==> src/rtl/core/q2e_pkg.sv <==
// ----------------------------------------------------------------------------
// q2e_pkg
// Shared widths, constants and the arctangent table for the quaternion to
// Euler angle converter.
// ----------------------------------------------------------------------------
package q2e_pkg;

	localparam int QW     = 16;  // quaternion component width, Q1.14
	localparam int PROD_W = 32;  // product of two components, Q28
	localparam int OPND_W = 34;  // arctangent operands, Q28 with headroom
	localparam int S_W    = 30;  // clamped arcsine argument
	localparam int NUM_W  = 57;  // radicand 2^56 - s*s
	localparam int ROOT_W = 29;  // square root of the radicand
	localparam int VEC_W  = 37;  // CORDIC vector width, covers the gain
	localparam int ANG_W  = 21;  // angle in Q16 radians
	localparam int STEPS  = 16;  // CORDIC iterations

	localparam logic signed [OPND_W-1:0] ONE_Q28 = OPND_W'(1) <<< 28;
	localparam logic signed [ANG_W-1:0]  PI_Q16  = ANG_W'(205887);
	localparam logic signed [14:0]       SCALE   = 15'(5730);

	// atan(2^-i) in Q16, rounded to nearest.
	function automatic logic signed [ANG_W-1:0] atan_tab(input int i);
		logic signed [ANG_W-1:0] t;
		unique case (i)
			0:  t = ANG_W'(51472);
			1:  t = ANG_W'(30386);
			2:  t = ANG_W'(16055);
			3:  t = ANG_W'(8150);
			4:  t = ANG_W'(4091);
			5:  t = ANG_W'(2047);
			6:  t = ANG_W'(1024);
			7:  t = ANG_W'(512);
			8:  t = ANG_W'(256);
			9:  t = ANG_W'(128);
			10: t = ANG_W'(64);
			11: t = ANG_W'(32);
			12: t = ANG_W'(16);
			13: t = ANG_W'(8);
			14: t = ANG_W'(4);
			default: t = ANG_W'(2);
		endcase
		return t;
	endfunction

endpackage

==> src/rtl/core/q2e_isqrt.sv <==
// ----------------------------------------------------------------------------
// q2e_isqrt
// Pipelined floor square root, one result bit per stage, with a sideband
// word that travels along with each item.
// ----------------------------------------------------------------------------
module q2e_isqrt #(
	parameter int SIDE_W = 8
) (
	input  logic                          clk,
	input  logic                          arst_n,
	input  logic                          en,
	input  logic                          in_valid,
	input  logic [q2e_pkg::NUM_W-1:0]     num,
	input  logic [SIDE_W-1:0]             side_in,
	output logic                          out_valid,
	output logic [q2e_pkg::ROOT_W-1:0]    root,
	output logic [SIDE_W-1:0]             side_out
);

	localparam int NS  = q2e_pkg::ROOT_W;
	localparam int PW  = 2 * NS;
	localparam int RW  = NS + 2;

	logic              vld_s  [0:NS];
	logic [RW-1:0]     rem_s  [0:NS];
	logic [NS-1:0]     root_s [0:NS];
	logic [PW-1:0]     num_s  [0:NS];
	logic [SIDE_W-1:0] side_s [0:NS];

	assign vld_s[0]  = in_valid;
	assign rem_s[0]  = '0;
	assign root_s[0] = '0;
	assign num_s[0]  = PW'(num);
	assign side_s[0] = side_in;

	for (genvar k = 0; k < NS; k++) begin : g_stage
		logic [RW+1:0] cur;
		logic [RW+1:0] trial;
		assign cur   = {rem_s[k], num_s[k][PW-1 -: 2]};
		assign trial = (RW+2)'({root_s[k], 2'b01});

		always_ff @(posedge clk or negedge arst_n) begin
			if (!arst_n) begin
				vld_s[k+1] <= 1'b0;
			end else if (en) begin
				vld_s[k+1] <= vld_s[k];
			end
		end

		always_ff @(posedge clk) begin
			if (en) begin
				num_s[k+1]  <= num_s[k] << 2;
				side_s[k+1] <= side_s[k];
				if (cur >= trial) begin
					rem_s[k+1]  <= RW'(cur - trial);
					root_s[k+1] <= {root_s[k][NS-2:0], 1'b1};
				end else begin
					rem_s[k+1]  <= RW'(cur);
					root_s[k+1] <= {root_s[k][NS-2:0], 1'b0};
				end
			end
		end
	end

	assign out_valid = vld_s[NS];
	assign root      = root_s[NS];
	assign side_out  = side_s[NS];

endmodule

==> config.mk <==
export PLATFORM = sky130hd
export DESIGN_NAME = q2e_isqrt
export DESIGN_NICKNAME = d
export VERILOG_FILES = /design/src/rtl/core/q2e_pkg.sv /design/src/rtl/core/q2e_isqrt.sv
export SDC_FILE = /design/constraint.sdc
export NUM_CORES = 2
export LEC_CHECK = 0
export BUFFER_PORTS_ARGS = -buffer_cell sky130_fd_sc_hd__clkbuf_2
export CAP_MARGIN = 40
export CORE_MARGIN = 3
export CORE_UTILIZATION = 26
export CTS_CLUSTER_DIAMETER = 150
export DETAILED_ROUTE_END_ITERATION = 8
export PLACE_DENSITY = 0.45
export SYNTH_ARGS = -nofsm -noshare
export SYNTH_HDL_FRONTEND = slang
export SYNTH_SLANG_ARGS = --single-unit
==> constraint.sdc <==
create_clock -name clk -period 4.1 [get_ports clk]
set_clock_uncertainty 0.15 [all_clocks]
set_input_delay 0.205 -clock clk [delete_from_list [all_inputs] [get_ports clk]]
set_output_delay 0.205 -clock clk [all_outputs]
set_load 0.1 [all_outputs]
======== After elaboration in Yosys (flattened, before gate mapping) ========
Index checks and enable logic that the tools add are counted.
storage, ports and cells
  ROM bits ................................ 0
  bits in writable memories ............... 0
  input bits .............................. 69
  flip-flop bits (word level) ............. 2347
  output and inout port bits .............. 38
  memories ................................ 0
  bits in latches ......................... 0
cells by class
  add/subtract/negate cells ............... 28
  reduce and logical (&&, ||, !) cells .... 0
  bitwise operators ....................... 0
  order comparisons ....................... 29
  multiply operators ...................... 0
  equal/unequal tests ..................... 0
  div/mod/pow operators ................... 0
  shift operators ......................... 0
  muxes and demuxes ....................... 57
operators with widths
  kind                                                            number
  31-bit two-way mux                                              27
  33-bit by 10-bit greater-or-equal comparator with 1-bit output  1
  33-bit by 11-bit greater-or-equal comparator with 1-bit output  1
  33-bit by 12-bit greater-or-equal comparator with 1-bit output  1
  33-bit by 13-bit greater-or-equal comparator with 1-bit output  1
  33-bit by 14-bit greater-or-equal comparator with 1-bit output  1
  33-bit by 15-bit greater-or-equal comparator with 1-bit output  1
  33-bit by 16-bit greater-or-equal comparator with 1-bit output  1
  33-bit by 17-bit greater-or-equal comparator with 1-bit output  1
  33-bit by 18-bit greater-or-equal comparator with 1-bit output  1
  33-bit by 19-bit greater-or-equal comparator with 1-bit output  1
  33-bit by 20-bit greater-or-equal comparator with 1-bit output  1
  33-bit by 21-bit greater-or-equal comparator with 1-bit output  1
  33-bit by 22-bit greater-or-equal comparator with 1-bit output  1
  33-bit by 23-bit greater-or-equal comparator with 1-bit output  1
  33-bit by 24-bit greater-or-equal comparator with 1-bit output  1
  33-bit by 25-bit greater-or-equal comparator with 1-bit output  1
  33-bit by 26-bit greater-or-equal comparator with 1-bit output  1
  33-bit by 27-bit greater-or-equal comparator with 1-bit output  1
  33-bit by 28-bit greater-or-equal comparator with 1-bit output  1
  33-bit by 29-bit greater-or-equal comparator with 1-bit output  1
  33-bit by 3-bit greater-or-equal comparator with 1-bit output   1
  33-bit by 30-bit greater-or-equal comparator with 1-bit output  1
  33-bit by 4-bit greater-or-equal comparator with 1-bit output   1
  other kinds (35)                                                64

======== Logic depth before layout (Yosys ltp) ========
  depth after elaboration ................. 2
  depth in mapped cells ................... 13

======== Worst setup path after synthesis ========
No wires, ideal clock.
  kind .................................... register to register
  from .................................... register rem_s, in the netlist g_stage[25].cur[2]
  to ...................................... register rem_s, in the netlist g_stage[26].cur[16], data pin
  cell stages (with the launch flop) ...... 12
  buffers on the path ..................... 2
  path slack .............................. 0.604 ns
  period minus slack after synthesis ...... 3.496 ns
  arrival time ............................ 3.072 ns
  library setup time ...................... 0.274 ns
  cell sequence ........................... edfxtp_1 -> ha_1 -> o21a_1 -> o22ai_1 -> o32a_1 -> o21a_1 -> o211a_1 -> o31a_1 -> o21ai_1 -> clkbuf_1 -> buf_1 -> a31oi_1
on the way
  longest elaborated chain between the ends .. 2
  elaborated cells on any way between the ends .. 3
RTL lines
  what                                                                                                                                     line                              RTL
  from (decl)                                                                                                                              q2e_isqrt.sv:25                   logic [RW-1:0] rem_s [0:NS];
  from (signal, indexed assignment)                                                                                                        q2e_isqrt.sv:55                   rem_s[k+1] <= RW'(cur - trial);
  from (signal, indexed assignment)                                                                                                        q2e_isqrt.sv:58                   rem_s[k+1] <= RW'(cur);
  31-bit by 27-bit subtractor with 31-bit output / 33-bit by 27-bit greater-or-equal comparator with 1-bit output (equally long branches)  q2e_isqrt.sv:55, q2e_isqrt.sv:54
  31-bit two-way mux *                                                                                                                     q2e_isqrt.sv:54                   if (cur >= trial) begin
Every way passes the cells marked *; elsewhere a longest branch is shown, timed or not.
A chain may end at the register's enable or synchronous reset.

======== Worst setup path in the final report ========
  from .................................... register rem_s, in the netlist g_stage[25].cur[7]
  to ...................................... register rem_s, in the netlist g_stage[26].cur[11], data pin
Same word-level chain as after synthesis.

==> impl_metrics.env <==
export IMPL_multi_input_area_um2=31270
export IMPL_cts_tree="done"
export IMPL_ys_ff_latch=2313
export IMPL_rows=230
export IMPL_fillers=39040
export IMPL_syn_area_um2=103300
export IMPL_ir_drop_uv=299.8
export IMPL_outcome="complete, no violations"
export IMPL_path_class="flop to flop"
export IMPL_netlist_instances=7633
export IMPL_post_cts_buffers=0
export IMPL_overflow=0
export IMPL_relSlewSlack_pct=32.29
export IMPL_synth_cell_types=90
export IMPL_drive_gt1_share_pct=9.546
export IMPL_drtPass1Iterations=6
export IMPL_drc=0
export IMPL_maxSlewViolCount=0
export IMPL_worst_ep_required_time_ps=4560
export IMPL_end_kind="flop"
export IMPL_path_max_fanout=22
export IMPL_min_period_ps=3816
export IMPL_synth_fp_nets=8168
export IMPL_port_buffers=106
export IMPL_start_util_pct=26.22
export IMPL_cts_made_buffers=286
export IMPL_synth_mux_area_share_pct=1.084
export IMPL_leakage_nw=45.14
export IMPL_synth_xor_area_share_pct=5.664
export IMPL_synth_warning_count=0
export IMPL_yosysSeqAreaShare_pct=67.10
export IMPL_post_drt_wl_per_cell_um=15.88
export IMPL_drt_iter0_markers=3876
export IMPL_fin_nets=8664
export IMPL_final_common_cell="edfxtp_1"
export IMPL_setup_tns_ps=0
export IMPL_rsz0062_at_grt="no"
export IMPL_grt_max_degree=147
export IMPL_dp_cells=12920
export IMPL_drt_total_wl_mm=215.5
export IMPL_clkSinkCount=2313
export IMPL_dieArea_um2=404900
export IMPL_yosys_area_share_adder_pct=5.644
export IMPL_final_setup_viol_count=0
export IMPL_dp_hpwl_mm=150.3
export IMPL_placedInstanceArea_um2=111000
export IMPL_synth_main_ff_cell="edfxtp_1"
export IMPL_worst_slack_ps=284.4
export IMPL_ant_nets=0
export IMPL_synth_top_family_by_area="simple AND/OR/NAND/NOR gates"
export IMPL_critical_path_startpoint_type="flop"
export IMPL_cts_buffer_depth=4
export IMPL_vias=60100
export IMPL_avgSynthCellArea_um2=13.53
export IMPL_htreeDepth=5
export IMPL_ioPinCount=107
export IMPL_fp_dieW_um=636.3
export IMPL_gp_congestion=0.8378
export IMPL_area_growth_synth_to_final_pct=17.83
export IMPL_grt_pass1_vias=60300
export IMPL_synth_edff_count=2284
export IMPL_layout_cells_most_common_list="edfxtp_1, inv_1, nor2_1, nand2_1, ha_1"
export IMPL_finalHoldViolations=0
export IMPL_antenna_found_initial=2
export IMPL_post_place_ws_ps=47.81
export IMPL_tightest_slew_ps=1002
export IMPL_grt_first_pass_wirelength_mm=341.6
export IMPL_clkLatencyLatePin_ps=900
export IMPL_root_buffer="clkbuf_16"
export IMPL_drt_vias_per_instance=4.429
export IMPL_final_area_um2=121700
export IMPL_synth_compound_area_share_pct=8.698
export IMPL_hold_class="input pin to async pin"
export IMPL_die_h_um=636.3
export IMPL_grt_use_total_pct=10.37
export IMPL_yosys_area_share_simple_pct=9.080
export IMPL_core_area_um2=394000
export IMPL_critPathArrivalTime_ps=4270
export IMPL_post_route_util_pct=30.90
export IMPL_clk_pin_slew_worst_paths_ps=60
export IMPL_fmax_mhz=262.1
export IMPL_layout_cells_non_filler=13570
export IMPL_period_share_pct=93.06
export IMPL_power_density_nw_per_um2=559.7
export IMPL_async_flop_share_pct=1.254
export IMPL_seq_area_um2=69310
export IMPL_maxCapViolCount=0
[logic make-up (layout without fill, tap and decap cells)]
family | Yosys count | in the layout
compound gates | 1453 | 1453
xor+xnor | 668 | 668
fa+ha+maj | 466 | 466
simple gates | 1896 | 1896
mux | 99 | 99
buf+inv | 737 | 1453
other cells | 1 | 2
flops | 2313 | 2313
[metrics by stage]
stage | hold WS (ps) | total power [mW]
finish | 226.6 | 68.12
global route | 189.4 | 72.01
CTS | 120.1 | 69.42
detailed placement | 150.3 | 43.60
global placement | 112.1 | 43.48
floorplan | -240.6 | 39.61
[timing repair]
item	CTS	global route
hold buffers	137	0
endpoints found under the setup margin	0	3
gates resized for setup	0	3
endpoints found under the hold margin	586	0
[power by group]
group          switching, mW  internal (mW)
Clock                   9.98           14.9
Combinational           6.79           4.97
Sequential              1.82           29.6
Total                   18.6           49.5
[final cells by class]
cell class                      instances  area share, %
Clock inverter                        175          1.532
Timing Repair Buffer                  359          2.535
Inverter                              586          1.807
Multi-Input combinational cell       4583          25.69
Tap cell                             5220          5.366
Sequential cell                      2313          56.94
Clock buffer                          333          6.129
Antenna cell                            1       0.002056
[critical path: stages (launching register included)]
cell and delay (ps):
edfxtp_1 390, ha_1 400, nand3_1 270, o32a_1 460, o21a_1 260, o211a_1 280
o31a_1 380, o21ai_4 380, buf_12 220, mux2_2 340
[flip-flops by register name, summed over array words and instances, names as in the netlist]
signal	flops
g_stage.cur	861
num_s	756
g_stage.trial	406
side_s	224
root	29
vld_s	28
side_out	8
out_valid	1
[per-layer routing]
metal	wire length (um)	GRT usage (%)
met5	0	0
met4	7093	3.664
met3	8682	1.582
met2	98530	16.72
met1	101200	14.12
[synthesized netlist by cell type (14+ instances only)]
cell type | n | area share, %
ha_1 | 466 | 5.6
or4_1 | 57 | 0.41
and3_1 | 25 | 0.15
a2111oi_0 | 15 | 0.13
dfrtp_1 | 29 | 0.70
nand2_1 | 473 | 1.7
nor4_1 | 100 | 0.61
nand3b_1 | 18 | 0.13
a211oi_1 | 53 | 0.39
a21o_1 | 161 | 1.2
a21oi_1 | 456 | 2.2
or2_2 | 35 | 0.21
a21boi_0 | 16 | 0.12
xor2_1 | 313 | 2.7
nand2b_1 | 94 | 0.57
inv_1 | 582 | 2.1
nor2_1 | 477 | 1.7
o31ai_1 | 34 | 0.25
o21ai_0 | 375 | 1.8
nor3b_1 | 14 | 0.10
clkbuf_1 | 126 | 0.46
or3_1 | 59 | 0.36
xnor2_1 | 355 | 3.0
nor3_1 | 188 | 0.91
and2_1 | 24 | 0.15
o21a_1 | 94 | 0.68
a31oi_1 | 46 | 0.28
o211ai_1 | 35 | 0.25
o21bai_1 | 39 | 0.28
edfxtp_1 | 2284 | 66
nor2b_1 | 62 | 0.38
nand4_1 | 91 | 0.55
nand3_1 | 119 | 0.58
mux2_2 | 87 | 0.95
[worst paths after layout]
kind	from	to	slack [ps]	cells after the start
worst max-delay path	g_stage[25].cur[7]	g_stage[26].cur[11]	280	9
worst min-delay path	arst_n	vld_s[28]	230	4
worst max register to register	g_stage[25].cur[7]	g_stage[26].cur[11]	280	9
worst min register to register	num_s[1085]	num_s[1029]	230	0
max in group asynchronous	arst_n	vld_s[19]	3400	4
min in group clk	num_s[1085]	num_s[1029]	230	0
No activity file was read; power rests on OpenSTA's default activity.
